$ cat config.mk
export PLATFORM = sky130hd
export DESIGN_NAME = sco_sqrt_cell
export DESIGN_NICKNAME = d
export VERILOG_FILES = /design/src/rtl/core/sco_pkg.sv /design/src/rtl/core/sco_sqrt_cell.sv
export SDC_FILE = /design/constraint.sdc
export NUM_CORES = 1
export LEC_CHECK = 0
export BUFFER_PORTS_ARGS = -buffer_cell sky130_fd_sc_hd__buf_2
export CAP_MARGIN = 20
export CORE_AREA = 2 2 231 233
export CTS_BUF_LIST = sky130_fd_sc_hd__clkbuf_8 sky130_fd_sc_hd__clkbuf_16
export DETAILED_ROUTE_END_ITERATION = 12
export DIE_AREA = 0 0 233 235
export GPL_ROUTABILITY_DRIVEN = 1
export GPL_TIMING_DRIVEN = 0
export HOLD_SLACK_MARGIN = 0.05
export SYNTH_ARGS = -nofsm -noshare
export SYNTH_HDL_FRONTEND = slang
export SYNTH_SLANG_ARGS = --single-unit
$ cat constraint.sdc
create_clock -name clk -period 2.9 [get_ports clk]
set_input_delay 0 -clock clk [delete_from_list [all_inputs] [get_ports clk]]
set_output_delay 0 -clock clk [all_outputs]
set_load 0.02 [all_outputs]
$ cat src/rtl/core/sco_pkg.sv
// Package for the segment corner offset core: widths, beat types and the
// state records that travel along the square-root and divider cell chains.
// No dependencies.
package sco_pkg;

  localparam int COORD_BITS = 24;
  localparam int LW_BITS    = 16;
  localparam int LC_BITS    = 4;
  localparam int D_BITS     = LW_BITS + LC_BITS;
  localparam int MAG_BITS   = COORD_BITS + 1;
  localparam int LEN_BITS   = COORD_BITS + 1;
  localparam int SQ_BITS    = 2 * LEN_BITS;
  localparam int ROOTREM_BITS = LEN_BITS + 2;
  localparam int PROD_BITS  = D_BITS + MAG_BITS;
  localparam int NUM_BITS   = D_BITS + COORD_BITS + 3;
  localparam int Q_BITS     = D_BITS;
  localparam int DVS_BITS   = LEN_BITS + 1;
  localparam int REM_BITS   = NUM_BITS - Q_BITS;
  localparam int SUM_BITS   = ((COORD_BITS > Q_BITS + 1) ? COORD_BITS : Q_BITS + 1) + 1;
  localparam int PADDR_BITS = 3;

  localparam logic [PADDR_BITS-1:0] ADDR_LANE_PITCH = 3'd0;
  localparam logic [LW_BITS-1:0]    LANE_PITCH_RESET = 16'd768;

  typedef struct packed {
    logic signed [COORD_BITS-1:0] start_x;
    logic signed [COORD_BITS-1:0] start_y;
    logic signed [COORD_BITS-1:0] end_x;
    logic signed [COORD_BITS-1:0] end_y;
    logic        [LC_BITS-1:0]    lane_count;
  } seg_in_t;

  typedef struct packed {
    logic signed [COORD_BITS-1:0] left_start_x;
    logic signed [COORD_BITS-1:0] left_start_y;
    logic signed [COORD_BITS-1:0] right_start_x;
    logic signed [COORD_BITS-1:0] right_start_y;
    logic signed [COORD_BITS-1:0] left_end_x;
    logic signed [COORD_BITS-1:0] left_end_y;
    logic signed [COORD_BITS-1:0] right_end_x;
    logic signed [COORD_BITS-1:0] right_end_y;
    logic        [LEN_BITS-1:0]   segment_length;
    logic                         degenerate;
    logic                         clipped;
  } seg_out_t;

  // Endpoints and sign flags that ride along with every item.
  typedef struct packed {
    logic signed [COORD_BITS-1:0] sx;
    logic signed [COORD_BITS-1:0] sy;
    logic signed [COORD_BITS-1:0] ex;
    logic signed [COORD_BITS-1:0] ey;
    logic                         dx_neg;
    logic                         dy_pos;
    logic                         degen;
  } geo_t;

  typedef struct packed {
    geo_t                    geo;
    logic [NUM_BITS-1:0]     num_x;
    logic [NUM_BITS-1:0]     num_y;
    logic [SQ_BITS-1:0]      s;
    logic [LEN_BITS-1:0]     root;
    logic [ROOTREM_BITS-1:0] rem;
  } sq_state_t;

  typedef struct packed {
    geo_t                geo;
    logic [LEN_BITS-1:0] len;
    logic [DVS_BITS-1:0] dvs;
    logic [REM_BITS-1:0] rem_x;
    logic [REM_BITS-1:0] rem_y;
    logic [Q_BITS-1:0]   nlo_x;
    logic [Q_BITS-1:0]   nlo_y;
    logic [Q_BITS-1:0]   q_x;
    logic [Q_BITS-1:0]   q_y;
  } div_state_t;

endpackage

$ cat src/rtl/core/sco_sqrt_cell.sv
// One cell of the square-root chain: settles one root bit per item.
// Depends on sco_pkg.
module sco_sqrt_cell (
  input  logic               clk,
  input  logic               rst,
  input  logic               in_valid,
  input  sco_pkg::sq_state_t in_state,
  output logic               out_valid,
  output sco_pkg::sq_state_t out_state
);
  import sco_pkg::*;

  logic [ROOTREM_BITS+1:0] rem_sh, trial;
  logic                    take;

  always_comb begin
    rem_sh = {in_state.rem, in_state.s[SQ_BITS-1 -: 2]};
    trial  = (ROOTREM_BITS+2)'({in_state.root, 2'b01});
    take   = (rem_sh >= trial);
  end

  always_ff @(posedge clk) begin
    if (rst) begin
      out_valid <= 1'b0;
    end else begin
      out_valid <= in_valid;
    end
  end

  always_ff @(posedge clk) begin
    out_state.geo   <= in_state.geo;
    out_state.num_x <= in_state.num_x;
    out_state.num_y <= in_state.num_y;
    out_state.s     <= {in_state.s[SQ_BITS-3:0], 2'b00};
    out_state.root  <= {in_state.root[LEN_BITS-2:0], take};
    out_state.rem   <= take ? ROOTREM_BITS'(rem_sh - trial) : ROOTREM_BITS'(rem_sh);
  end

endmodule

**Word level (Yosys, flattened, before mapping)**

Index checks and enable logic that the tools add are counted.

- Word-level logic and storage cells: 16
- Register bits after elaboration: 294
- Bits of input ports: 298
- Output and inout port bits: 296

- Add/sub/neg operators: 1
- Muxes and demuxes: 1
- Magnitude comparators: 1

Operator list:

| kind | count |
|---|---|
| $ge A29 B27 Y1 | 1 |
| $mux W27 | 1 |
| $sub A27 B27 Y27 | 1 |

**Logic depth before layout (Yosys ltp)**

Gate-level depths: netlist (run 1).

- Depth in word-level cells: 2
- Depth in mapped cells: 13
- Mapped depth without buffers: 10

**Worst setup path after synthesis (run 1)**

No wires, ideal clock.

- Path type: in2reg
- Start point: in in_state[41] (netlist name)
- End point: reg out_state[10] (netlist name)
- Slack: 0.363 ns
- Path buffers: 2
- Stages on the path: 12
- Library setup time: 0.121 ns
- Data required time: 2.779 ns
- Arrival: 2.416 ns
- Cell sequence: inv_1 ha_1 and3_4 and2_4 a221oi_2 o31ai_2 a41oi_2 o31ai_1 a2111o_1 buf_6 buf_12 mux2_4

- Word-level cells in the longest chain between the ends: 2

RTL lines:

| what | RTL line | text |
|---|---|---|
| start: declaration | sco_sqrt_cell.sv:7 | `input sco_pkg::sq_state_t in_state,` |
| $ge A29 B27 Y1 | sco_sqrt_cell.sv:19 | `take = (rem_sh >= trial);` |
| $mux W27 | sco_sqrt_cell.sv:36 | `out_state.rem <= take ? ROOTREM_BITS'(rem_sh - trial) : ROOTREM_BITS'(rem_sh);` |
| end: declaration | sco_sqrt_cell.sv:9 | `output sco_pkg::sq_state_t out_state` |

Every way passes these cells.
A chain may end at the register's enable or synchronous reset.

**Final worst setup path (run 1)**

- Start point: in in_state[12] (netlist name)
- End point: reg out_state[16] (netlist name)

- Word-level cells in the longest chain between the ends: 2
- Elaborated cells on any way between the ends: 3
- Those cells by class: 1 x add/sub; 1 x order compare; 1 x mux

RTL lines:

| what | RTL line |
|---|---|
| $sub A27 B27 Y27 / $ge A29 B27 Y1 (equally long branches) | sco_sqrt_cell.sv:36, sco_sqrt_cell.sv:19 |
| $mux W27 (*) | sco_sqrt_cell.sv:36 |

Every way passes the cells marked *; elsewhere a longest branch is shown, timed or not.

==> run metrics, run 1 <==
Synth Area in Simple Gates=0.0366; vias in the first global route=about 8600; Bufs on Longest Clock Path=3; CP required=3.34 ns; NetSw=between 0.002 and 0.003 W; DR DRC count=0; Post-synth EDFFs=0; Setup Crit Path Kind=primary input to flip-flop; CP arrival=3.26 ns; WHS Path Cells=4; Tot Pwr=~0.011 W; Synth cell types=between 50 and 60; die area=~55000 um2; Synth top area share=0.748; top area cells in the synthesized netlist=dfxtp_1 75%, ha_1 4.3%, mux2_4 2.9%; maximum vdd drop=0.460 mV; drt first pass iters=4; flops & latches, synth=294; prevailing post-synth register cell=dfxtp_1; antenna viol nets, final=0; relative max-transition margin=0.650; Via density=3.58; nets@finish=roughly 1800; multiplexer share of the synthesized area=0.0439; CTS tree=built; final worst path period share=0.974; clock network fraction of total power=0.426; Worst Hold Launch=in_state[0]; drt wl/cell=18.8 um; Synth Area in XOR/XNOR=0.0278; post-route cell area=16200 um2; input/output buffers=approximately 590; largest area contributor in the netlist=dfxtp_1; Power Density=672 nW/um2; Least-Margin Pin Slew=0.523 ns; H-tree Lvls=2; total grt overflow=0; Starting Density=0.151; share of cells above drive strength 1=0.456; syn avg cell area=14.1 um2; clock-pin slew on the worst setup and hold paths=approximately 0.060 ns; post-synthesis sequential area ratio=0.748; Final Hold Viols=0; status=finished clean; Routed WL=41900 um; yosys warns=0; max-cap violations=0; Post-Syn Instances=between 500 and 600; cell-internal power=just under 0.008 W; P_leak=7.82 nW; sequential share of power=0.404; DP Worst Slack=-0.309 ns; initial antenna violation count=18; first-pass GRT wire length=57300 um; die height=235 um; Max Fclk=0.354 GHz; Initial DRC Count=233; Fin Setup TNS=0 ns; TritonCTS sink count=294; Num CTS Buffers=36; area added between synthesis and finish=106%; cell area after synthesis=a little under 8000 um2; Compound-Gate Fraction of Synth Area=0.0679; CP startpoint kind=primary input; ys async rst share=0; Hold Path End=out_state[2]$_DFF_P_; via count=7988; crit end category=flip-flop; Worst Setup SP=in_state[12]; most common cell after layout, fill and taps aside=buf_2; main combinational cell family by area after synthesis=compound AO/OA/AOI/OAI gates; hold crit path type=primary input to flip-flop; GP Congestion=~0.79; Placed Area=11700 um2; worst setup margin=0.0758 ns; # IOs=594; Site Rows=84; crit-path max FO=10; adder-cell share of the synthesized area=0.0429; die width=between 200 and 250 um; hpwl dp=31100 um; Root Driver=clkbuf_16; minimum clock period=2.82 ns; switch share=0.274; Final Core Density=0.310; largest net degree at the start of global routing=15; RSZ-0062 raised after global routing=false; Total GRT Usage=0.146; Core Area=about 52000 um2; # setup viols final=0; Final Max Slew Viols=0; most frequent cells in the layout=593 x buf_2, 324 x dlygate4sd3_1, 294 x dfxtp_1, 43 x inv_1, 36 x clkbuf_16; combinational share of power=0.170
-- power by group through the flow --
stage	sequential, W	clock [W]	combinational [W]
2_1_floorplan	0.00485	0	0.000409
3_3_place_gp	0.00448	0	0.00148
3_5_place_dp	0.00448	0	0.00149
4_1_cts	0.00440	0.00484	0.00185
5_1_grt	0.00442	0.00502	0.00198
6_report	0.00440	0.00465	0.00185
-- cells by family after synthesis --
group | after synthesis
fa+ha+maj | 27
simple gates | 55
other cells | 1
mux | 26
flops | 294
compound gates | 77
buf+inv | 53
xor+xnor | 25
-- metrics by stage --
stage                     std cells  hold WS (ns)
after floorplan                 559        0.0277
after global placement         1838         0.102
after detailed placement       1838         0.104
after CTS                      2222        -0.349
after global routing           2233        0.0528
final                          2234        0.0514
-- routing by layer --
metal	up-vias	GRT usage	part of all wire
li1	3778	-	-
met1	3727	0.146	0.35
met3	94	0.0485	0.082
met2	377	0.267	0.51
met4	12	0.0753	0.051
met5	-	0	0.0020
-- synthesized netlist by cell type (4+ instances only) --
master / n
nand2b_1: 4
a21o_1: 7
dfxtp_1: 294
clkbuf_1: 5
mux2_4: 15
inv_1: 40
a21oi_1: 24
mux2_2: 8
xnor2_1: 17
o21ai_1: 4
o21bai_1: 5
xor2_1: 8
nor2_1: 13
nand4_1: 9
nand2_1: 12
ha_1: 27
o21ai_0: 6
-- worst max-delay path, stage by stage --
cell and delay (ns):
buf_2 0.10, dlygate4sd3_1 0.55, ha_2 0.34, and3_4 0.18, and2_4 0.15, a221oi_2 0.35
o31ai_4 0.15, a41oi_2 0.25, o31ai_2 0.11, a2111o_1 0.43, buf_6 0.17, buf_12 0.16
mux2_4 0.30
-- registers in the layout (all words and copies together) (netlist names) --
register	count
out_state	293
out_valid	1
-- final cells by class --
| cell class | count | area (um2) |
|---|---|---|
| flip-flops and latches | 294 | 5890 |
| diodes | 7 | 17.5 |
| clock buffers | 38 | 928 |
| plain buffers | 12 | 103 |
| fillers | 5263 | 36000 |
| multi-input cells | 212 | 1770 |
| inverters | 40 | 150 |
| well taps | 688 | 861 |
| repair buffers | 917 | 6220 |
| clock inverters | 26 | 282 |
-- repair_timing --
action | CTS | global route
gates resized for setup | 0 | 8
hold buffers | 320 | 4
setup endpoints to repair | 0 | 26
buffers inserted | 0 | 2
hold endpoints to repair | 294 | 4
-- worst max path at each step --
| stage | cells past startpoint | end | slack, ns |
|---|---|---|---|
| floorplan | 12 | out_state[10]$_DFF_P_ | 0.36 |
| CTS | 14 | out_state[16]$_DFF_P_ | 0.003 |
| detailed placement | 13 | out_state[16]$_DFF_P_ | -0.31 |
| finish | 13 | out_state[16]$_DFF_P_ | 0.08 |
| global route | 13 | out_state[22]$_DFF_P_ | 0.004 |
| global placement | 13 | out_state[16]$_DFF_P_ | -0.35 |
Note: power is estimated with default switching activity, not from simulation.
==> inputs of run 2 (changes only) <==
--- a/config.mk
+++ b/config.mk
@@ -14,6 +14,7 @@
 export GPL_ROUTABILITY_DRIVEN = 1
 export GPL_TIMING_DRIVEN = 0
 export HOLD_SLACK_MARGIN = 0.05
+export REMOVE_ABC_BUFFERS = 1
 export SYNTH_ARGS = -nofsm -noshare
 export SYNTH_HDL_FRONTEND = slang
 export SYNTH_SLANG_ARGS = --single-unit
==> run metrics, run 2 (synthesized netlist as in run 1, its figures left out) <==
status=finished clean; first-pass GRT wire length=56800 um (-0.87%); Starting Density=0.151 (unchanged); Least-Margin Pin Slew=0.583 ns (+0.0599 ns); Final Core Density=0.303 (-0.00731); die width=233 um (unchanged); area added between synthesis and finish=101%; vias in the first global route=8416 (-2.1%); Root Driver=clkbuf_16; Largest Register=out_state; Num CTS Buffers=35 (-2.8%); antenna viol nets, final=0 (unchanged); Final Max Slew Viols=0 (unchanged); Max Fclk=0.361 GHz (+2.1%); most common cell after layout, fill and taps aside=buf_2; most frequent cells in the layout=591 x buf_2, 300 x dlygate4sd3_1, 294 x dfxtp_1, 43 x inv_1, 35 x clkbuf_16; drt wl/cell=19.1 um (+1.9%); # setup viols final=0 (unchanged); CP required=3.32 ns (-0.02 ns); hold crit path type=primary input to flip-flop; GP Congestion=0.823 (+3.8%); DR DRC count=0 (unchanged); H-tree Lvls=2 (unchanged); Routed WL=41900 um (about the same); Final Hold Viols=0 (unchanged); crit-path max FO=6 (-4); Setup Crit Path Kind=primary input to flip-flop; relative max-transition margin=0.610 (-0.0401); initial antenna violation count=14 (-4); CP startpoint kind=primary input; die area=54800 um2 (unchanged); maximum vdd drop=0.478 mV (+4.0%); TritonCTS sink count=294 (unchanged); post-route cell area=15800 um2 (-2.4%); top flop regs=out_state x293, out_valid x1; clock-pin slew on the worst setup and hold paths=0.06 ns (about the same); crit end category=flip-flop; die height=235 um (unchanged); Fin Setup TNS=0 ns (unchanged); Core Area=52200 um2 (unchanged); critical-path cell list=dlygate4sd3_1 -> buf_2 -> inv_1 -> ha_2 -> and3_4 -> and2_4 -> a221oi_2 -> o31ai_2 -> a41oi_2 -> o31ai_2 -> a2111o_2 -> buf_4 -> mux2_4; CTS tree=built; Total GRT Usage=0.146 (about the same); Via density=3.57 (-0.20%); P_leak=7.65 nW (-2.2%); RSZ-0062 raised after global routing=false; drt first pass iters=4 (unchanged); Tot Pwr=0.0105 W (-3.4%); Crit path top cell by count=o31ai_2; max-cap violations=0 (unchanged); max FFs per register=293 (unchanged); largest net degree at the start of global routing=14 (-1); final worst path period share=0.954 (-0.0197); Power Density=665 nW/um2 (-1.1%); Site Rows=84 (unchanged); total grt overflow=0 (unchanged); CP max stage cell=dlygate4sd3_1; Placed Area=11600 um2 (-0.90%); minimum clock period=2.77 ns (-0.0572 ns); input/output buffers=591 (unchanged); slowest stage delay, CP=0.54 ns (about the same); Bufs on Longest Clock Path=3 (unchanged); nets@finish=1806 (-1.7%); Initial DRC Count=182 (-22%); share of cells above drive strength 1=0.459 (+0.00258); CP arrival=3.19 ns (-0.07 ns); hpwl dp=31600 um (+1.7%); via count=7829 (-2.0%); # IOs=594 (unchanged)
## run 2: cell types whose count changed in the layout (fill, tap and decap cells not counted), sizes merged
| cell | previous run | this run |
|---|---|---|
| clkbuf | 42 | 38 |
| dlygate4sd3 | 324 | 300 |
| diode | 7 | 4 |
| clkinv | 11 | 9 |
| inv | 50 | 46 |
| buf | 601 | 597 |
| bufinv | 4 | 2 |
| a2111o | 1 | 2 |
| clkinvlp | 1 | 3 |
## run 2: per-stage QoR
step                worst slack, ns  std cells  hold WS [ns]
global route                 0.0229       2194        0.0590
floorplan                   -0.0973        546        0.0277
global placement              -1.27       1825         0.102
finish                        0.133       2194        0.0525
CTS                         0.00894       2187        -0.324
detailed placement           -0.750       1825         0.104
## run 2: final timing paths
path / slack, ns / start / cells after the start / to
worst max-delay path: 0.13 / in_state[40] / 13 / out_state[19]$_DFF_P_
worst min-delay path: 0.05 / in_state[0] / 4 / out_state[2]$_DFF_P_
## run 2: final cells by class
class / count / area [um2]
Tap cell: 688 / 861
Clock inverter: 20 / 208
Timing Repair Buffer: 897 / 6040
Clock buffer: 38 / 917
Inverter: 40 / 150
Fill cell: 5247 / 36400
Antenna cell: 4 / 10.0
Multi-Input combinational cell: 213 / 1750
Sequential cell: 294 / 5890
## run 2: critical path: cells and delay by family
kind | cells | cell delay, ns
buf+inv | 4 | 0.90
simple gates | 2 | 0.35
fa+ha+maj | 1 | 0.31
compound gates | 5 | 1.31
mux | 1 | 0.30
## run 2: per-layer routing
layer,up-vias,wire [um],global-route usage
met5,-,91,0
met4,14,1980,0.0662
met3,87,4450,0.0669
met2,392,20500,0.256
met1,3626,14900,0.146
li1,3710,-,-
## run 2: report_power, final
part,leakage (nW),internal (W),switching [W]
clock,0.559,0.00249,0.00182
combinational,4.61,0.000843,0.000977
sequential,2.48,0.00432,0.0000720
## run 2: timing repair
item	CTS	global route
pin swaps	2	2
gates resized for setup	1	2
endpoints found under the setup margin	24	23
gates cloned	1	0
setup buffers	5	1
hold buffers	298	2
hold endpoints to repair	294	2
