**config.mk**
```make
export PLATFORM = sky130hd
export DESIGN_NAME = sco_div_cell
export DESIGN_NICKNAME = d
export VERILOG_FILES = /design/src/rtl/core/sco_pkg.sv /design/src/rtl/core/sco_div_cell.sv
export SDC_FILE = /design/constraint.sdc
export NUM_CORES = 1
export LEC_CHECK = 0
export BUFFER_PORTS_ARGS = -buffer_cell sky130_fd_sc_hd__buf_2
export CAP_MARGIN = 5
export CORE_AREA = 2 2 224 226
export CTS_CLUSTER_SIZE = 28
export DETAILED_ROUTE_END_ITERATION = 16
export DIE_AREA = 0 0 226 228
export SLEW_MARGIN = 20
export SYNTH_ARGS = -nofsm -noshare
export SYNTH_HDL_FRONTEND = slang
export SYNTH_SLANG_ARGS = --single-unit
```
**constraint.sdc**
```tcl
create_clock -name clk -period 8.9 [get_ports clk]
set_input_delay 2.225 -clock clk [delete_from_list [all_inputs] [get_ports clk]]
set_output_delay 2.225 -clock clk [all_outputs]
set_load 0.05 [all_outputs]
```
**src/rtl/core/sco_pkg.sv**
```systemverilog
// Package for the segment corner offset core: widths, beat types and the
// state records that travel along the square-root and divider cell chains.
// No dependencies.
package sco_pkg;

  localparam int COORD_BITS = 24;
  localparam int LW_BITS    = 16;
  localparam int LC_BITS    = 4;
  localparam int D_BITS     = LW_BITS + LC_BITS;
  localparam int MAG_BITS   = COORD_BITS + 1;
  localparam int LEN_BITS   = COORD_BITS + 1;
  localparam int SQ_BITS    = 2 * LEN_BITS;
  localparam int ROOTREM_BITS = LEN_BITS + 2;
  localparam int PROD_BITS  = D_BITS + MAG_BITS;
  localparam int NUM_BITS   = D_BITS + COORD_BITS + 3;
  localparam int Q_BITS     = D_BITS;
  localparam int DVS_BITS   = LEN_BITS + 1;
  localparam int REM_BITS   = NUM_BITS - Q_BITS;
  localparam int SUM_BITS   = ((COORD_BITS > Q_BITS + 1) ? COORD_BITS : Q_BITS + 1) + 1;
  localparam int PADDR_BITS = 3;

  localparam logic [PADDR_BITS-1:0] ADDR_LANE_PITCH = 3'd0;
  localparam logic [LW_BITS-1:0]    LANE_PITCH_RESET = 16'd768;

  typedef struct packed {
    logic signed [COORD_BITS-1:0] start_x;
    logic signed [COORD_BITS-1:0] start_y;
    logic signed [COORD_BITS-1:0] end_x;
    logic signed [COORD_BITS-1:0] end_y;
    logic        [LC_BITS-1:0]    lane_count;
  } seg_in_t;

  typedef struct packed {
    logic signed [COORD_BITS-1:0] left_start_x;
    logic signed [COORD_BITS-1:0] left_start_y;
    logic signed [COORD_BITS-1:0] right_start_x;
    logic signed [COORD_BITS-1:0] right_start_y;
    logic signed [COORD_BITS-1:0] left_end_x;
    logic signed [COORD_BITS-1:0] left_end_y;
    logic signed [COORD_BITS-1:0] right_end_x;
    logic signed [COORD_BITS-1:0] right_end_y;
    logic        [LEN_BITS-1:0]   segment_length;
    logic                         degenerate;
    logic                         clipped;
  } seg_out_t;

  // Endpoints and sign flags that ride along with every item.
  typedef struct packed {
    logic signed [COORD_BITS-1:0] sx;
    logic signed [COORD_BITS-1:0] sy;
    logic signed [COORD_BITS-1:0] ex;
    logic signed [COORD_BITS-1:0] ey;
    logic                         dx_neg;
    logic                         dy_pos;
    logic                         degen;
  } geo_t;

  typedef struct packed {
    geo_t                    geo;
    logic [NUM_BITS-1:0]     num_x;
    logic [NUM_BITS-1:0]     num_y;
    logic [SQ_BITS-1:0]      s;
    logic [LEN_BITS-1:0]     root;
    logic [ROOTREM_BITS-1:0] rem;
  } sq_state_t;

  typedef struct packed {
    geo_t                geo;
    logic [LEN_BITS-1:0] len;
    logic [DVS_BITS-1:0] dvs;
    logic [REM_BITS-1:0] rem_x;
    logic [REM_BITS-1:0] rem_y;
    logic [Q_BITS-1:0]   nlo_x;
    logic [Q_BITS-1:0]   nlo_y;
    logic [Q_BITS-1:0]   q_x;
    logic [Q_BITS-1:0]   q_y;
  } div_state_t;

endpackage

```
**src/rtl/core/sco_div_cell.sv**
```systemverilog
// One cell of the twin divider chain: settles one quotient bit of both
// offset magnitudes per item. Depends on sco_pkg.
module sco_div_cell (
  input  logic                clk,
  input  logic                rst,
  input  logic                in_valid,
  input  sco_pkg::div_state_t in_state,
  output logic                out_valid,
  output sco_pkg::div_state_t out_state
);
  import sco_pkg::*;

  logic [REM_BITS-1:0] rsh_x, rsh_y, dvs_ext;
  logic                take_x, take_y;

  always_comb begin
    dvs_ext = REM_BITS'(in_state.dvs);
    rsh_x   = {in_state.rem_x[REM_BITS-2:0], in_state.nlo_x[Q_BITS-1]};
    rsh_y   = {in_state.rem_y[REM_BITS-2:0], in_state.nlo_y[Q_BITS-1]};
    take_x  = (rsh_x >= dvs_ext);
    take_y  = (rsh_y >= dvs_ext);
  end

  always_ff @(posedge clk) begin
    if (rst) begin
      out_valid <= 1'b0;
    end else begin
      out_valid <= in_valid;
    end
  end

  always_ff @(posedge clk) begin
    out_state.geo   <= in_state.geo;
    out_state.len   <= in_state.len;
    out_state.dvs   <= in_state.dvs;
    out_state.rem_x <= take_x ? (rsh_x - dvs_ext) : rsh_x;
    out_state.rem_y <= take_y ? (rsh_y - dvs_ext) : rsh_y;
    out_state.nlo_x <= {in_state.nlo_x[Q_BITS-2:0], 1'b0};
    out_state.nlo_y <= {in_state.nlo_y[Q_BITS-2:0], 1'b0};
    out_state.q_x   <= {in_state.q_x[Q_BITS-2:0], take_x};
    out_state.q_y   <= {in_state.q_y[Q_BITS-2:0], take_y};
  end

endmodule

```
Word level (Yosys, flattened, before mapping):

Cells that the tools add are included.

* add/subtract/negate cells: 2
* order comparisons: 2
* mux-type cells: 2

Operators by type and width (number)
* >= comparator 27 x 26 -> 1 bit: 2
* two-way mux 27 bit: 2
* subtractor 27 x 26 -> 27 bit: 2

* register bits: 283
* input port bits: 287
* output and inout bits: 285
* word-level logic and storage cells: 22

Logic depth before layout (Yosys ltp):

Gate-level depths: netlist of the first run.

* depth after elaboration: 2
* mapped depth: 12
* gate-level depth less buffers: 12

Least setup slack after synthesis of the first run:

No wires, ideal clock.

* kind: input to register
* from: input in_state[142] (netlist bit)
* to: register out_state[127] (netlist bit)
* library setup time: 0.121 ns
* arrival time: 4.773 ns
* required time: 8.779 ns
* setup slack: 4.006 ns
* cell stages on the path: 11
* buffers on the path: 1
* cells stage by stage: inv_1 -> ha_1 -> and4_4 -> a21o_1 -> nor3_2 -> a211oi_2 -> a31o_1 -> a311o_2 -> a31oi_4 -> buf_8 -> mux2_4

* word-level cells in the longest chain between the ends: 2

Ends and longest elaborated chain
* start, declared: line sco_div_cell.sv:7 `input sco_pkg::div_state_t in_state,`
* subtractor 27 x 26 -> 27 bit / >= comparator 27 x 26 -> 1 bit (equally long branches): line sco_div_cell.sv:36, sco_div_cell.sv:20
* two-way mux 27 bit *: line sco_div_cell.sv:36 `out_state.rem_x <= take_x ? (rsh_x - dvs_ext) : rsh_x;`
* end, declared: line sco_div_cell.sv:9 `output sco_pkg::div_state_t out_state`

Mark *: on every way between the ends. The rest lies on a longest branch, timed or not.
A chain may end at the register's enable or synchronous reset.

Worst setup path after layout of the first run:

* from: input in_state[142] (netlist bit)
* to: register out_state[81] (netlist bit)

* word-level cells in the longest chain between the ends: 2

Ends and longest elaborated chain
* >= comparator 27 x 26 -> 1 bit: line sco_div_cell.sv:21 `take_y = (rsh_y >= dvs_ext);`
* two-way mux 27 bit: line sco_div_cell.sv:37 `out_state.rem_y <= take_y ? (rsh_y - dvs_ext) : rsh_y;`

Every way passes these cells.

==> results of run 1 <==
routing by layer:
metal,wire [um],vias up
met5,262,-
met4,1476,42
met3,5018,116
met2,25290,356
met1,17780,3864
li1,-,3923
worst max path at each step:
stage,to,slack [ns],cells after the start
after global placement,out_state[83],2.99,11
final,out_state[81],3.56,11
after global routing,out_state[89],3.29,11
after detailed placement,out_state[84],2.95,11
after CTS,out_state[81],3.53,11
after floorplan,out_state[127],4.01,11
power by group:
part           leakage (nW)  switching, mW  total [mW]  internal [mW]
Sequential             2.39         0.0282        1.40           1.38
Clock                 0.595          0.621        1.50          0.880
Combinational          3.94          0.659       0.912          0.253
synth_stat cells, types with 2 or more instances:
library cell / number
o21bai_1: 6
and4_1: 2
buf_2: 2
and3_1: 4
ha_1: 52
a21boi_0: 3
nand3_1: 13
nor2_1: 38
buf_4: 2
nand4_1: 7
a21oi_1: 67
nand2_1: 32
a31oi_1: 9
nand3b_1: 2
o21a_1: 4
nor4_1: 3
a221oi_1: 4
nor3_1: 6
o21ai_0: 23
a21o_1: 27
or2_2: 2
mux2_4: 15
o31ai_1: 3
nor2b_1: 6
xor2_1: 12
mux2i_1: 2
xnor2_1: 34
mux2_2: 17
o211ai_1: 4
fa_1: 2
inv_1: 49
dfxtp_1: 283
a211oi_1: 5
nand2b_1: 6
a211o_1: 3
clkbuf_1: 11
sequential cells by signal, indices dropped and copies added, names as in the netlist:
| name | count |
|---|---|
| out_state | 282 |
| out_valid | 1 |
logic make-up (layout without fill, tap and decap cells):
| family | after synthesis | count (layout) | synth area share |
|---|---|---|---|
| DFF | 283 | 283 | 0.6135 |
| AOI/OAI and AO/OA | 174 | 174 | 0.1221 |
| and+or+nand+nor | 127 | 127 | 0.06735 |
| buffers and inverters | 66 | 679 | 0.03089 |
| adders and majority gates | 54 | 54 | 0.07480 |
| xor gates and xnor gates | 46 | 46 | 0.04363 |
| muxes | 34 | 34 | 0.04729 |
| other | 1 | 14 | 0.0004061 |
worst max-delay path: stages:
cell	delay, ns
buf_2	0.09
inv_1	0.10
ha_1	0.38
and3_1	0.21
and3_1	0.27
o21ai_0	0.27
a31oi_1	0.45
a31oi_1	0.26
o31ai_4	0.65
buf_4	0.44
mux2_2	0.37
layout by cell type (no fill, tap or decap), types with 5 or more instances in the layout:
cell	instances
a21oi_1	67
ha_1	52
clkbuf_1	5
nor3_1	6
inv_1	49
dfxtp_1	283
mux2_2	17
clkbuf_16	38
buf_2	565
nor2b_1	6
o21bai_1	6
xnor2_1	34
nand4_1	7
nand2_1	32
nor2_1	38
diode_2	12
nand2b_1	6
a21o_1	27
mux2_4	15
o21ai_0	23
xor2_1	12
nand3_1	13
clkbuf_8	7
a31oi_1	9
a211oi_1	5
area by class of cell:
type	instances	area (um2)
inverters	49	183.9
fillers	5255	35280
repair buffers	567	2843
flip-flops and latches	283	5665
diodes	12	30.03
well taps	672	840.8
multi-input cells	437	3296
clock buffers	50	1066
clock inverters	13	147.6
stage by stage:
| step | hold slack, ns | setup WS [ns] | util | instances | instance area [um2] |
|---|---|---|---|---|---|
| floorplan | 2.253 | 4.006 | - | 786 | 9238 |
| global placement | 2.327 | 2.987 | 0.2600 | 2008 | 12830 |
| detailed placement | 2.329 | 2.947 | 0.2600 | 2008 | 12830 |
| CTS | 1.729 | 3.531 | 0.2845 | 2071 | 14040 |
| global route | 1.736 | 3.294 | 0.2848 | 2076 | 14050 |
| finish | 1.765 | 3.562 | 0.2852 | 2083 | 14070 |
==> reports/results.txt, run 1 <==
Top post-synthesis cells by area -> dfxtp_1, ha_1, a21oi_1, xnor2_1, mux2_4
Num CTS Buffers -> 37
GR Overflow Total -> 0
Tot GR Track Use -> 0.1869
Row cnt -> 82
Root Buffer -> clkbuf_16
Total core area -> 0.04935 mm2
Largest net degree at the start of global routing -> 29
Synth cell types -> 61
Sink Count -> 283
Period utilization -> 0.5997
RSZ-0062 raised after global routing -> no
Worst min-delay path category -> in2reg
Critical Path Start Type -> input port
Final setup TNS -> 0 ns
Headroom to the max-slew limit -> 0.4275
Post-CTS Setup Bufs -> 0
Vias in the first global route -> 8563
CP Class -> in2reg
Io pins -> 572
Mapped Area -> 0.009234 mm2
Synth Warn # -> 0
Status -> completed
GRT met1 Usage -> 0.1841
Die width -> 226 um
F_max -> 187.4 MHz
Main synth FF type -> dfxtp_1
Final Total Pwr -> 3.817 mW
Dpl hpwl -> 42.25 mm
Via count -> 8301
Seq cells post-synth -> 283
CP arrival -> 5.77 ns
CTS Hold Bufs -> 0
Critical path startpoint -> in_state[142]
Gates resized, CTS repair -> 0
Pre-antenna DRT Iters -> 4
Antenna violations before repair -> 41
EDFF count, synth -> 0
GRT Max-Usage Layer -> met2
Layout cells sized above 1 -> 0.4768
Die Area -> 0.05153 mm2
Top cell type's share of synthesized area -> 0.6136
Nets@finish -> 1716
Total wire length -> 49.82 mm
H-tree depth -> 2
Mean Syn Cell Area -> 11.76 um2
Vias per std cell -> 3.985
Per-cell routed wire length -> 23.92 um
FFs w/ async S/R, synth -> 0
Worst-path fanout max -> 28
Worst-Margin Slew -> 0.8536 ns
Placer Congestion -> 0.8140
Final hold vios -> 0
Maximum VDD drop -> 0.1342 mV
Die height -> 228 um
Min Tclk post-route -> 5.338 ns
Clock buffer depth -> 3
First-pass GRT wire length -> 66.32 mm
Initial Utilization -> 0.1871
Area growth syn-to-layout -> 52.40%
Max Cap Viol -> 0
PortBufs -> 565
Pleak -> 6.918 nW
Sequential share of the synthesized area -> 0.6136
Hold EP -> out_state[64]
DRC marker count from the first detailed-route iteration -> 310
Final setup violation count -> 0
Final Max Tran Viols -> 0
Critical Path RT -> 9.33 ns
Met3 Track Usage GR -> 0.09055
Post-Synthesis Cells -> 785
Clk slew on worst S/H paths -> 0.06 ns
Hold_sp -> in_state[63]
Setup crit end kind -> register
Routed Antenna Nets -> 0
CTS tree -> built
Hold depth -> 1
DRC viols -> 0
Yosys top cell by area -> dfxtp_1
Power Density -> 271.3 mW/mm2
M2 GR Usage -> 0.3387
Note: power is estimated with default switching activity, not from simulation.
==> run 2, diff against run 1 <==
- CORE_AREA: 2 2 224 226 -> 2 2 225 227
- DIE_AREA: 0 0 226 228 -> 0 0 227 229
- clock period: 8.9 -> 5.2 ns (I/O delays scaled with it)
==> reports/results.txt, run 2 (synthesis gave the netlist of run 1 again) <==
Per-cell routed wire length -> 24.67 um (+3.1%)
GR Overflow Total -> 0 (unchanged)
Layout cells sized above 1 -> 0.4776 (+0.0008428)
RSZ-0062 raised after global routing -> no
Clock buffer depth -> 3 (unchanged)
Max Cap Viol -> 0 (unchanged)
Pleak -> 6.924 nW (about the same)
Hold_sp -> in_state[66]
Num CTS Buffers -> 37 (unchanged)
CP cell instances -> buf_2, inv_1, ha_1, inv_1, fa_1, a21o_1, a21oi_1, o221a_2, o21ai_0, a221oi_1, buf_4, nor4b_1, a211o_1, mux2_4
Critical Path Start Type -> input port
Final Max Tran Viols -> 0 (unchanged)
Power Density -> 463.5 mW/mm2 (+71%)
Max reg flops -> 282 (unchanged)
Final setup violation count -> 0 (unchanged)
Slowest-stage cell, CP -> fa_1
Most used cell, CP -> inv_1
DRC viols -> 0 (unchanged)
Root Buffer -> clkbuf_16
Final Total Pwr -> 6.534 mW (+71%)
Tot GR Track Use -> 0.1908 (+0.003856)
Initial Utilization -> 0.1860 (-0.001160)
Post-CTS Setup Bufs -> 0 (unchanged)
Pre-antenna DRT Iters -> 4 (unchanged)
Vias in the first global route -> 8678 (+1.3%)
Routed Antenna Nets -> 0 (unchanged)
Headroom to the max-slew limit -> 0.5331 (+0.1056)
Maximum VDD drop -> 0.2386 mV (+78%)
Worst min-delay path category -> in2reg
CTS Hold Bufs -> 0 (unchanged)
DRC marker count from the first detailed-route iteration -> 399 (+29%)
Placed cell areas -> 0.01287 mm2 (+0.29%)
Total core area -> 0.04966 mm2 (+0.62%)
CP Class -> in2reg
Antenna violations before repair -> 29 (-29%)
Total wire length -> 51.49 mm (+3.3%)
Gates resized, CTS repair -> 0 (unchanged)
Largest regs -> out_state x282, out_valid x1
Final instance area -> 0.01410 mm2 (+0.19%)
Die width -> 227 um (+0.44%)
Worst-path fanout max -> 4 (-86%)
Worst-Margin Slew -> 0.6962 ns (-0.1575 ns)
CP arrival -> 4.31 ns (-1.46 ns)
CP peak stage delay -> 0.39 ns (-0.26 ns)
FF+latch area -> 0.005665 mm2 (unchanged)
Leading cell type in the layout, fill and taps excluded -> buf_2
Fillers -> 5267 (+0.23%)
Dpl hpwl -> 43.72 mm (+3.5%)
Via count -> 8412 (+1.3%)
Period utilization -> 0.7460
Multi-input logic area -> 0.003296 mm2 (unchanged)
Io pins -> 572 (unchanged)
Setup crit end kind -> register
Placer Congestion -> 0.9183 (+13%)
Die height -> 229 um (+0.44%)
PortBufs -> 565 (unchanged)
F_max -> 257.8 MHz
Commonest non-fill, non-tap cells in the layout -> buf_2, dfxtp_1, a21oi_1
Nets@finish -> 1721 (+0.29%)
Clk slew on worst S/H paths -> 0.06 ns (about the same)
Critical Path RT -> 5.63 ns (-3.70 ns)
Largest net degree at the start of global routing -> 24 (-17%)
Die Area -> 0.05198 mm2 (+0.88%)
Area growth syn-to-layout -> 52.68%
Hold depth -> 1 (unchanged)
H-tree depth -> 2 (unchanged)
Final setup TNS -> 0 ns (unchanged)
Sink Count -> 283 (unchanged)
CTS tree -> built
First-pass GRT wire length -> 68.36 mm (+3.1%)
Final hold vios -> 0 (unchanged)
Min Tclk post-route -> 3.879 ns
Vias per std cell -> 4.031 (+1.1%)
Hold EP -> out_state[67]
Most flops, register -> out_state
Row cnt -> 82 (unchanged)
Status -> completed
-- run 2: area by class of cell --
cell class / count / area share
sequential: 283 / 0.4018
multi-input combinational: 437 / 0.2338
timing repair buffer: 572 / 0.2043
clock buffer: 52 / 0.07543
tap: 672 / 0.05964
inverter: 49 / 0.01305
clock inverter: 14 / 0.01056
antenna: 8 / 0.001420
-- run 2: power breakdown --
group	total (mW)	switching, mW	internal, mW	leakage, nW
clock	2.54	1.04	1.50	0.577
combinational	1.58	1.14	0.436	3.96
sequential	2.42	0.0595	2.36	2.39
-- run 2: through the flow --
step | hold slack, ns | util | setup WS (ns) | cells
global placement | 1.402 | 0.2591 | 0.7220 | 2013
global route | 0.8210 | 0.2837 | 1.019 | 2082
finish | 0.8508 | 0.2839 | 1.321 | 2087
CTS | 0.8099 | 0.2835 | 1.338 | 2079
detailed placement | 1.404 | 0.2591 | 0.7649 | 2013
floorplan | 1.328 | - | 1.231 | 786
-- run 2: worst max path at each step --
stage / from / end / slack (ns) / depth (start not counted)
2_1_floorplan: in_state[142] / out_state[127] / 1.23 / 11
3_3_place_gp: in_state[142] / out_state[110] / 0.72 / 12
3_5_place_dp: in_state[142] / out_state[114] / 0.76 / 12
4_1_cts: in_state[142] / out_state[109] / 1.34 / 12
5_1_grt: in_state[79] / out_state[133] / 1.02 / 14
6_report: in_state[79] / out_state[129] / 1.32 / 14
-- run 2: worst max-delay path, delay by kind of cell --
| family | cells | cell delay (ns) |
|---|---|---|
| and+or+nand+nor | 1 | 0.06 |
| AOI/OAI and AO/OA | 6 | 1.69 |
| muxes | 1 | 0.26 |
| buffers and inverters | 4 | 0.42 |
| adders and majority gates | 2 | 0.57 |
-- run 2: routing by layer --
metal | track usage | wire (um) | vias to the layer above
li1 | - | - | 3920
met1 | 0.2142 | 19540 | 4020
met2 | 0.3354 | 25400 | 364
met3 | 0.06094 | 4582 | 84
met4 | 0.06924 | 1819 | 24
met5 | 0 | 138 | -
