## config.mk

```make
export PLATFORM = sky130hd
export DESIGN_NAME = sco_post
export DESIGN_NICKNAME = d
export VERILOG_FILES = /design/src/rtl/core/sco_pkg.sv /design/src/rtl/core/sco_post.sv
export SDC_FILE = /design/constraint.sdc
export NUM_CORES = 1
export LEC_CHECK = 0
export BUFFER_PORTS_ARGS = -buffer_cell sky130_fd_sc_hd__buf_2
export CAP_MARGIN = 25
export CORE_MARGIN = 8
export CORE_UTILIZATION = 25
export CTS_CLUSTER_DIAMETER = 40
export DETAILED_ROUTE_END_ITERATION = 10
export SLEW_MARGIN = 20
export SYNTH_ARGS = -nofsm -noshare
export SYNTH_HDL_FRONTEND = slang
export SYNTH_SLANG_ARGS = --single-unit
```

## constraint.sdc

```tcl
create_clock -name clk -period 11.3 [get_ports clk]
set_input_delay 3.39 -clock clk [delete_from_list [all_inputs] [get_ports clk]]
set_output_delay 3.39 -clock clk [all_outputs]
set_load 0.01 [all_outputs]
```

## src/rtl/core/sco_pkg.sv

```systemverilog
// Package for the segment corner offset core: widths, beat types and the
// state records that travel along the square-root and divider cell chains.
// No dependencies.
package sco_pkg;

  localparam int COORD_BITS = 24;
  localparam int LW_BITS    = 16;
  localparam int LC_BITS    = 4;
  localparam int D_BITS     = LW_BITS + LC_BITS;
  localparam int MAG_BITS   = COORD_BITS + 1;
  localparam int LEN_BITS   = COORD_BITS + 1;
  localparam int SQ_BITS    = 2 * LEN_BITS;
  localparam int ROOTREM_BITS = LEN_BITS + 2;
  localparam int PROD_BITS  = D_BITS + MAG_BITS;
  localparam int NUM_BITS   = D_BITS + COORD_BITS + 3;
  localparam int Q_BITS     = D_BITS;
  localparam int DVS_BITS   = LEN_BITS + 1;
  localparam int REM_BITS   = NUM_BITS - Q_BITS;
  localparam int SUM_BITS   = ((COORD_BITS > Q_BITS + 1) ? COORD_BITS : Q_BITS + 1) + 1;
  localparam int PADDR_BITS = 3;

  localparam logic [PADDR_BITS-1:0] ADDR_LANE_PITCH = 3'd0;
  localparam logic [LW_BITS-1:0]    LANE_PITCH_RESET = 16'd768;

  typedef struct packed {
    logic signed [COORD_BITS-1:0] start_x;
    logic signed [COORD_BITS-1:0] start_y;
    logic signed [COORD_BITS-1:0] end_x;
    logic signed [COORD_BITS-1:0] end_y;
    logic        [LC_BITS-1:0]    lane_count;
  } seg_in_t;

  typedef struct packed {
    logic signed [COORD_BITS-1:0] left_start_x;
    logic signed [COORD_BITS-1:0] left_start_y;
    logic signed [COORD_BITS-1:0] right_start_x;
    logic signed [COORD_BITS-1:0] right_start_y;
    logic signed [COORD_BITS-1:0] left_end_x;
    logic signed [COORD_BITS-1:0] left_end_y;
    logic signed [COORD_BITS-1:0] right_end_x;
    logic signed [COORD_BITS-1:0] right_end_y;
    logic        [LEN_BITS-1:0]   segment_length;
    logic                         degenerate;
    logic                         clipped;
  } seg_out_t;

  // Endpoints and sign flags that ride along with every item.
  typedef struct packed {
    logic signed [COORD_BITS-1:0] sx;
    logic signed [COORD_BITS-1:0] sy;
    logic signed [COORD_BITS-1:0] ex;
    logic signed [COORD_BITS-1:0] ey;
    logic                         dx_neg;
    logic                         dy_pos;
    logic                         degen;
  } geo_t;

  typedef struct packed {
    geo_t                    geo;
    logic [NUM_BITS-1:0]     num_x;
    logic [NUM_BITS-1:0]     num_y;
    logic [SQ_BITS-1:0]      s;
    logic [LEN_BITS-1:0]     root;
    logic [ROOTREM_BITS-1:0] rem;
  } sq_state_t;

  typedef struct packed {
    geo_t                geo;
    logic [LEN_BITS-1:0] len;
    logic [DVS_BITS-1:0] dvs;
    logic [REM_BITS-1:0] rem_x;
    logic [REM_BITS-1:0] rem_y;
    logic [Q_BITS-1:0]   nlo_x;
    logic [Q_BITS-1:0]   nlo_y;
    logic [Q_BITS-1:0]   q_x;
    logic [Q_BITS-1:0]   q_y;
  } div_state_t;

endpackage

```

## src/rtl/core/sco_post.sv

```systemverilog
// Output stage: applies offset signs, forms the four corners, saturates
// them and registers the result beat. Depends on sco_pkg.
module sco_post (
  input  logic                clk,
  input  logic                rst,
  input  logic                in_valid,
  input  sco_pkg::div_state_t in_state,
  output logic                done,
  output sco_pkg::seg_out_t   result
);
  import sco_pkg::*;

  localparam logic signed [SUM_BITS-1:0] SAT_HI = SUM_BITS'((1 << (COORD_BITS-1)) - 1);
  localparam logic signed [SUM_BITS-1:0] SAT_LO = -SAT_HI - SUM_BITS'(1);

  logic signed [SUM_BITS-1:0] ox, oy, qx, qy;
  logic signed [SUM_BITS-1:0] sum [8];
  logic [COORD_BITS-1:0]      sat [8];
  logic [7:0]                 clip;

  always_comb begin
    // Magnitude from |dy| feeds the x offset, from |dx| the y offset.
    qy = in_state.geo.degen ? '0 : SUM_BITS'(in_state.q_y);
    qx = in_state.geo.degen ? '0 : SUM_BITS'(in_state.q_x);
    ox = in_state.geo.dy_pos ? -qy : qy;
    oy = in_state.geo.dx_neg ? -qx : qx;
    sum[0] = SUM_BITS'(in_state.geo.sx) + ox;
    sum[1] = SUM_BITS'(in_state.geo.sy) + oy;
    sum[2] = SUM_BITS'(in_state.geo.sx) - ox;
    sum[3] = SUM_BITS'(in_state.geo.sy) - oy;
    sum[4] = SUM_BITS'(in_state.geo.ex) + ox;
    sum[5] = SUM_BITS'(in_state.geo.ey) + oy;
    sum[6] = SUM_BITS'(in_state.geo.ex) - ox;
    sum[7] = SUM_BITS'(in_state.geo.ey) - oy;
    for (int i = 0; i < 8; i++) begin
      if (sum[i] > SAT_HI) begin
        sat[i]  = COORD_BITS'(SAT_HI);
        clip[i] = 1'b1;
      end else if (sum[i] < SAT_LO) begin
        sat[i]  = COORD_BITS'(SAT_LO);
        clip[i] = 1'b1;
      end else begin
        sat[i]  = COORD_BITS'(sum[i]);
        clip[i] = 1'b0;
      end
    end
  end

  always_ff @(posedge clk) begin
    if (rst) begin
      done <= 1'b0;
    end else begin
      done <= in_valid;
    end
  end

  always_ff @(posedge clk) begin
    result.left_start_x   <= sat[0];
    result.left_start_y   <= sat[1];
    result.right_start_x  <= sat[2];
    result.right_start_y  <= sat[3];
    result.left_end_x     <= sat[4];
    result.left_end_y     <= sat[5];
    result.right_end_x    <= sat[6];
    result.right_end_y    <= sat[7];
    result.segment_length <= in_state.len;
    result.degenerate     <= in_state.geo.degen;
    result.clipped        <= |clip;
  end

endmodule
```

======== Yosys cells after proc, flatten, opt, wreduce, memory -nomap -nowiden ========
Cells that the tools add are included.
operators by class
  equality and inequality tests ........... 0
  bitwise gates (word level) .............. 0
  div/mod/pow operators ................... 0
  add/subtract/negate cells ............... 10
  magnitude comparators ................... 16
  shift operators ......................... 0
  reductions and logical operators ........ 1
  multiplexer cells ....................... 28
  $mul .................................... 0
operators by type and width
  cell                                                                             number
  25-bit by 24-bit > comparator with 1-bit output (second input constant)          8
  25-bit by 24-bit less-than comparator with 1-bit output (second input constant)  8
  24-bit 2-to-1 mux                                                                8
  24-bit by 25-bit adder with 25-bit output                                        4
  24-bit by 25-bit subtractor with 25-bit output                                   4
  25-bit 2-to-1 mux                                                                2
  20-bit negator with 25-bit output                                                2
  20-bit 2-to-1 mux                                                                2
  1-bit 2-to-1 mux                                                                 16
  8-bit OR reduction                                                               1
word-level totals
  memory bits (writable) .................. 0
  bits in latches ......................... 0
  logic and storage cells ................. 67
  memory bits (read-only) ................. 0
  flip-flop bits (word level) ............. 220
  input bits .............................. 287
  memories kept ........................... 0

======== Longest topological paths before layout ========
Gate-level depths: netlist of run 1.
  depth after elaboration ................. 8
  mapped depth ............................ 24
  gate-level depth less buffers ........... 20

======== Worst setup path after synthesis of run 1 ========
No wires, ideal clock.
  path type ............................... input to register
  start point ............................. input in_state[185] in the netlist's numbering
  end point ............................... register result[0] in the netlist's numbering
  arrival ................................. 8.291 ns
  data required time ...................... 11.162 ns
  setup slack ............................. 2.871 ns
  buffers on the path ..................... 4
  cell stages on the path ................. 23
  setup time .............................. 0.138 ns
  cells stage by stage .................... clkbuf_1 clkbuf_1 clkbuf_1 nor2b_1 inv_1 ha_1 o21ai_1 a211oi_1 nand2_1 or3_1 and3_1 ha_1 clkbuf_1 and3_1 nand3_1 a41oi_1 o21ai_0 o2111a_1 o31ai_1 xnor2_1 nor2_4 nor4b_1 nand4_1
on the way
  cells in the longest elaborated chain, start to end .. 8
ends and longest elaborated chain
  item                                                                     line                            RTL
  start: declaration                                                       sco_post.sv:7                   input sco_pkg::div_state_t in_state,
  20-bit 2-to-1 mux (on tied branches)                                     sco_post.sv:23, sco_post.sv:24
  20-bit negator with 25-bit output (on tied branches)                     sco_post.sv:25, sco_post.sv:26
  25-bit 2-to-1 mux (on tied branches)                                     sco_post.sv:25, sco_post.sv:26
  24-bit by 25-bit adder with 25-bit output, or another cell as far along  sco_post.sv:27                  sum[0] = SUM_BITS'(in_state.geo.sx) + ox;
  25-bit by 24-bit less-than comparator with 1-bit output                  sco_post.sv:39                  end else if (sum[i] < SAT_LO) begin
  1-bit 2-to-1 mux                                                         sco_post.sv:39
  1-bit 2-to-1 mux                                                         sco_post.sv:36                  if (sum[i] > SAT_HI) begin
  8-bit OR reduction *                                                     sco_post.sv:68                  result.clipped <= |clip;
  end: declaration                                                         sco_post.sv:9                   output sco_pkg::seg_out_t result
Every way passes the cells marked *; elsewhere a longest branch is shown, timed or not.
A chain may end at the register's enable or synchronous reset.

======== Worst setup path in the final report of run 1 ========
  start point ............................. input in_state[185] in the netlist's numbering
  end point ............................... register result[139] in the netlist's numbering
on the way
  cells in the longest elaborated chain, start to end .. 6
ends and longest elaborated chain
  item                                                     line            RTL
  20-bit 2-to-1 mux *                                      sco_post.sv:24  qx = in_state.geo.degen ? '0 : SUM_BITS'(in_state.q_x);
  20-bit negator with 25-bit output                        sco_post.sv:26  oy = in_state.geo.dx_neg ? -qx : qx;
  25-bit 2-to-1 mux *                                      sco_post.sv:26
  24-bit by 25-bit subtractor with 25-bit output *         sco_post.sv:30  sum[3] = SUM_BITS'(in_state.geo.sy) - oy;
  25-bit by 24-bit less-than comparator with 1-bit output  sco_post.sv:39
  24-bit 2-to-1 mux                                        sco_post.sv:39
Marks and branches as above.

==> results_dict.tcl, run 1 <==
set metrics [dict create \
    final_core_util 0.317 \
    start_util 0.252 \
    status "complete, no violations" \
    cp-start-kind "input port" \
    drtPass1Iterations 6 \
    areaGrowthSynthToFinish_pct 25.9 \
    fp-row-count 96 \
    grtUsageTotal 0.165 \
    critPathArrivalTime_ns 9.42 \
    syn_area_um2 17300 \
    cts_setup_buffers 0 \
    fin_crit_sh 0.799 \
    hpwl_mm 57.0 \
    ys_warn_count 0 \
    die_h_um 279 \
    critPathCapture "result[139]" \
    fin_nets 3022 \
    die_x_um 279 \
    crit_chain "buf_2 > inv_1 > nand2_1 > ha_1 > o21ai_0 > or3_1 > o31ai_1 > nor3_1 > a21oi_1 > and2_1 > ha_1 > nor3_1 > nand2_1 > a211o_1 > a31o_2 > o41ai_1 > buf_1 > nor4_1 > o21ai_0 > o311a_1 > a31oi_1" \
    crit_slowest_cell "o311a_1" \
    viasPerCell 4.81 \
    cts_tree "built" \
    clk_pin_slew_worst_paths_ns 0.05 \
    hold_path_class "input port to flop" \
    synth.most_common_cell "a21oi_1" \
    yosys-top-cells-area "dfxtp_1 25%, ha_1 15%, a21oi_1 8.0%" \
    cts_resized 0 \
    ant_nets 0 \
    syn_avg_cell_area_um2 7.95 \
    wl_per_cell_um 19.3 \
    critPathMaxStageDelay_ns 0.86 \
    rsz0062_at_grt "false" \
    clock_path_buffers 3 \
    drc_errors 0 \
    grt_max_degree 29 \
    cap_violations 0 \
    worstPathRequired_ns 11.69 \
    clockRootBuffer "clkbuf_16" \
    relSlewSlack 0.320 \
    synth_ff_type "dfxtp_1" \
    ir_drop_mv 0.138 \
    yosysTopAreaCellShare 0.255 \
    die_area_um2 77900 \
    portBuffers 386 \
    synthTopCellsByCount "278 x a21oi_1, 220 x dfxtp_1, 211 x ha_1, 179 x nor2_1, 166 x inv_1" \
    setup_viol 0 \
    power.leakage_nw 9.84 \
    grt_pass1_wl_mm 99.8 \
    cp_max_fo 23 \
    fmax_ghz 0.111 \
    netlist_instances 2175 \
    overflow 0 \
    drtIter0Drc 1097 \
    synth_edf_count 0 \
    cts_htree_levels 2 \
    vias 16800 \
    finalCriticalPeriod_ns 9.03 \
    tightest_slew_ns 1.01 \
    final_hold_viol_count 0 \
    crit_type "input port to flop" \
    ys_ff_latch 220 \
    wl_mm 67.5 \
    syn_nets 2681 \
    seq_area_frac_synth 0.255 \
    antenna_found_initial 29 \
    synth_cell_types 87 \
    cts_buffers 47 \
    fin_setup_tns_ns 0 \
    synth_top_cell_by_area "dfxtp_1" \
    hold_buffers 0 \
    grt_pass1_vias 16400 \
    synth-async-reset-ratio 0 \
    clock_sinks 220 \
    num_io_pins 507 \
    startpoint "in_state[185]" \
    drv_slew 0 \
    hold-worst-slack_ns 2.92 \
    power.density_cell_area_nw_per_um2 204 \
    core_area_um2 68600 \
    place_congestion 0.954 \
    end_kind "flop" \
    drive_gt1_frac 0.201 \
]
state kept, by name, summed over array words and instances, names as in the netlist:
signal,cells
done,1
result,219
report_power, final:
group | switching (W) | internal (W)
Sequential | 0.0000921 | 0.00108
Combinational | 0.00113 | 0.000699
Clock | 0.000476 | 0.000970
cell families (layout without fill, tap and decap cells):
logic type | count (synthesis) | in the layout | synth area share
compound gates | 698 | 698 | 0.249
xor+xnor | 190 | 190 | 0.0979
fa+ha+maj | 248 | 248 | 0.179
buf+inv | 275 | 653 | 0.0618
flops | 220 | 220 | 0.255
mux | 3 | 3 | 0.00188
other cells | 0 | 15 | 0
simple gates | 541 | 541 | 0.156
worst min path at each step:
stage | startpoint | to | cells past startpoint
finish | in_state[177] | result[19] | 1
global route | in_state[169] | result[11] | 1
CTS | in_state[177] | result[19] | 1
detailed placement | in_state[161] | result[3] | 1
global placement | in_state[183] | result[25] | 1
floorplan | in_state[168] | result[10] | 0
cell usage in the layout, fill, tap and decap left out, types with 40 or more instances in the layout:
cell / instances
a21o_1: 45
a21oi_1: 278
buf_2: 386
clkbuf_16: 48
dfxtp_1: 220
ha_1: 211
inv_1: 166
nand2_1: 89
nor2_1: 178
nor2b_1: 40
nor3_1: 52
o21ai_0: 136
xnor2_1: 142
xor2_1: 45
per-stage QoR:
stage	worst slack, ns	cell area (um^2)	power [W]	cells
6_report	2.27	21800	0.00445	3499
5_1_grt	1.82	21700	0.00475	3485
4_1_cts	2.43	21700	0.00455	3483
3_5_place_dp	1.83	20000	0.00306	3397
3_3_place_gp	1.72	20000	0.00306	3396
2_1_floorplan	2.87	17300	0.00228	2175
critical path: cells and delay by family:
| family | cells | cell delay [ns] |
|---|---|---|
| adders and majority gates | 2 | 0.57 |
| and+or+nand+nor | 7 | 1.42 |
| buffers and inverters | 3 | 0.95 |
| AOI/OAI and AO/OA | 9 | 3.04 |
layout make-up:
cell class | instances | area, um^2
multi-input combinational | 1680 | 11800
sequential | 220 | 4400
antenna | 15 | 37.5
clock inverter | 36 | 470
tap | 931 | 1160
clock buffer | 50 | 1210
timing repair buffer | 399 | 2030
inverter | 168 | 631
fill | 7456 | 46800
metal layers:
metal | vias up | wire, um | global-route usage
met3 | 108 | 5870 | 0.0527
met2 | 532 | 34900 | 0.312
met1 | 7822 | 25300 | 0.177
li1 | 8346 | - | -
met5 | - | 218 | 0
met4 | 32 | 1230 | 0.0349
Note: power is estimated with default switching activity, not from simulation.
==> inputs of run 2 (changes only) <==
==> constraint.sdc (replaced) <==
create_clock -name clk -period 9.18 [get_ports clk]
set_input_delay 2.754 -clock clk [delete_from_list [all_inputs] [get_ports clk]]
set_output_delay 2.754 -clock clk [all_outputs]
set_load 0.01 [all_outputs]
==> run 2 against run 1 <==
Setup slack got worse by 0.89 ns. Non-clock buffer count increased by 16. Highest routed layer unchanged. Global-route usage increased by 0.12 points. Critical path depth decreased by 5. Via count increased by 0.99%. Die area unchanged. Design area increased by 0.32%. Cell count increased by 0.34%. Combinational power increased by 24%. First-iteration DRC count increased by 0.46%. Largest cell class unchanged.
==> results_dict.tcl, run 2 (synthesized netlist as in run 1, its figures left out) <==
set metrics [dict create \
    fin_nets 3035 \
    critPathMaxStageDelay_ns 0.74 \
    cp_max_fo 23 \
    vias 17000 \
    relSlewSlack 0.384 \
    viasPerCell 4.84 \
    cts_htree_levels 2 \
    num_io_pins 507 \
    portBuffers 386 \
    grt_pass1_vias 16600 \
    crit_slowest_cell "o41ai_1" \
    share_comb_of_total_power 0.416 \
    internal-power_w 0.00333 \
    p_sw_w 0.00212 \
    cp-start-kind "input port" \
    critPathArrivalTime_ns 8.23 \
    drtIter0Drc 1102 \
    regMostFlops "result" \
    swShare 0.389 \
    clock_path_buffers 3 \
    drv_slew 0 \
    wl_mm 67.7 \
    place_congestion 0.956 \
    layout.area.seq_um2 4400 \
    final_common_cell "buf_2" \
    hp-start "in_state[172]" \
    hpwl_mm 56.8 \
    drtPass1Iterations 6 \
    finalCriticalPeriod_ns 7.81 \
    clk_pin_slew_worst_paths_ns 0.06 \
    fmax_ghz 0.128 \
    clkPwrFrac 0.319 \
    largest_reg_flops 219 \
    die_h_um 279 \
    setup_viol 0 \
    end_kind "flop" \
    startpoint "in_state[185]" \
    cp_num_buf_inv 3 \
    drc_errors 0 \
    status "complete, no violations" \
    grt_max_degree 28 \
    overflow 0 \
    hold_buffers 0 \
    cts_setup_buffers 0 \
    crit_top_cell "o21ai_0" \
    fin_crit_sh 0.850 \
    tightest_slew_ns 0.922 \
    wl_per_cell_um 19.3 \
    instances_no_fill 3511 \
    cap_violations 0 \
    power_frac_seq 0.265 \
    crit_chain "buf_2 > buf_4 > o21ai_0 > nand2_1 > xnor2_1 > inv_1 > ha_1 > nor3_1 > o211ai_1 > and3_1 > o41ai_1 > a211oi_1 > nor2_1 > mux2_2 > a21o_1 > o21ai_0" \
    antenna_found_initial 26 \
    crit_type "input port to flop" \
    worstPathRequired_ns 9.60 \
    fp-row-count 96 \
    fin_setup_tns_ns 0 \
    dp.cells 3413 \
    power.density_cell_area_nw_per_um2 250 \
    grt_pass1_wl_mm 100 \
    cts_tree "built" \
    ant_nets 0 \
    clock_sinks 220 \
    grtUsageTotal 0.166 \
    start_util 0.252 \
    ir_drop_mv 0.166 \
    multi_input_area_um2 11800 \
    hold_path_class "input port to flop" \
    areaGrowthSynthToFinish_pct 26.3 \
    final_hold_viol_count 0 \
    layout_common_cells "386 x buf_2, 278 x a21oi_1, 220 x dfxtp_1" \
    cts_resized 0 \
    rsz0062_at_grt "false" \
    die_area_um2 77900 \
    cp_top_family "compound AO/OA/AOI/OAI gates" \
    clockRootBuffer "clkbuf_16" \
    core_area_um2 68600 \
    power.leakage_nw 9.90 \
    reg_top3 "result x219, done x1" \
    cts_buffers 44 \
    drive_gt1_frac 0.206 \
    die_x_um 279 \
    fillers 7374 \
]
[run 2: cell count changes in the layout (fill, tap and decap cells not counted), moves of 2 or more]
cell | before | now
buf_4 | 11 | 28
inv_8 | 0 | 6
inv_6 | 12 | 7
clkbuf_16 | 48 | 44
clkbuf_8 | 0 | 3
clkinvlp_4 | 6 | 3
clkinv_4 | 5 | 3
clkinv_8 | 1 | 3
[run 2: per-layer routing]
layer / global-route usage / share of wire
met1: 0.179 / 0.38
met2: 0.316 / 0.52
met3: 0.0490 / 0.083
met4: 0.0361 / 0.018
met5: 0 / 0.0025
[run 2: area by class of cell]
type                       instances  share of cell area
antenna                           15             0.00172
clock buffer                      48              0.0525
clock inverter                    34              0.0218
inverter                         168              0.0289
multi-input combinational       1680               0.542
sequential                       220               0.202
tap                              931              0.0533
timing repair buffer             415              0.0984
[run 2: worst paths after layout]
check	end	cells past startpoint
min	result[14]	1
max	result[125]	16
[run 2: power groups by stage]
| stage | logic [W] | clock network (W) | registers, W |
|---|---|---|---|
| after floorplan | 0.00117 | 0 | 0.00163 |
| after global placement | 0.00231 | 0 | 0.00148 |
| after detailed placement | 0.00231 | 0 | 0.00147 |
| after CTS | 0.00232 | 0.00179 | 0.00146 |
| after global routing | 0.00249 | 0.00184 | 0.00148 |
| final | 0.00227 | 0.00174 | 0.00144 |
[run 2: per-stage QoR]
step / power (W) / hold WS [ns] / instance area [um^2] / util / setup slack [ns]
2_1_floorplan: 0.00280 / 2.78 / 17300 / - / 1.39
3_3_place_gp: 0.00379 / 2.86 / 20200 / 0.294 / 0.812
3_5_place_dp: 0.00378 / 2.86 / 20200 / 0.294 / 0.705
4_1_cts: 0.00558 / 2.22 / 21800 / 0.318 / 1.32
5_1_grt: 0.00581 / 2.23 / 21800 / 0.318 / 1.04
6_report: 0.00546 / 2.26 / 21800 / 0.319 / 1.37
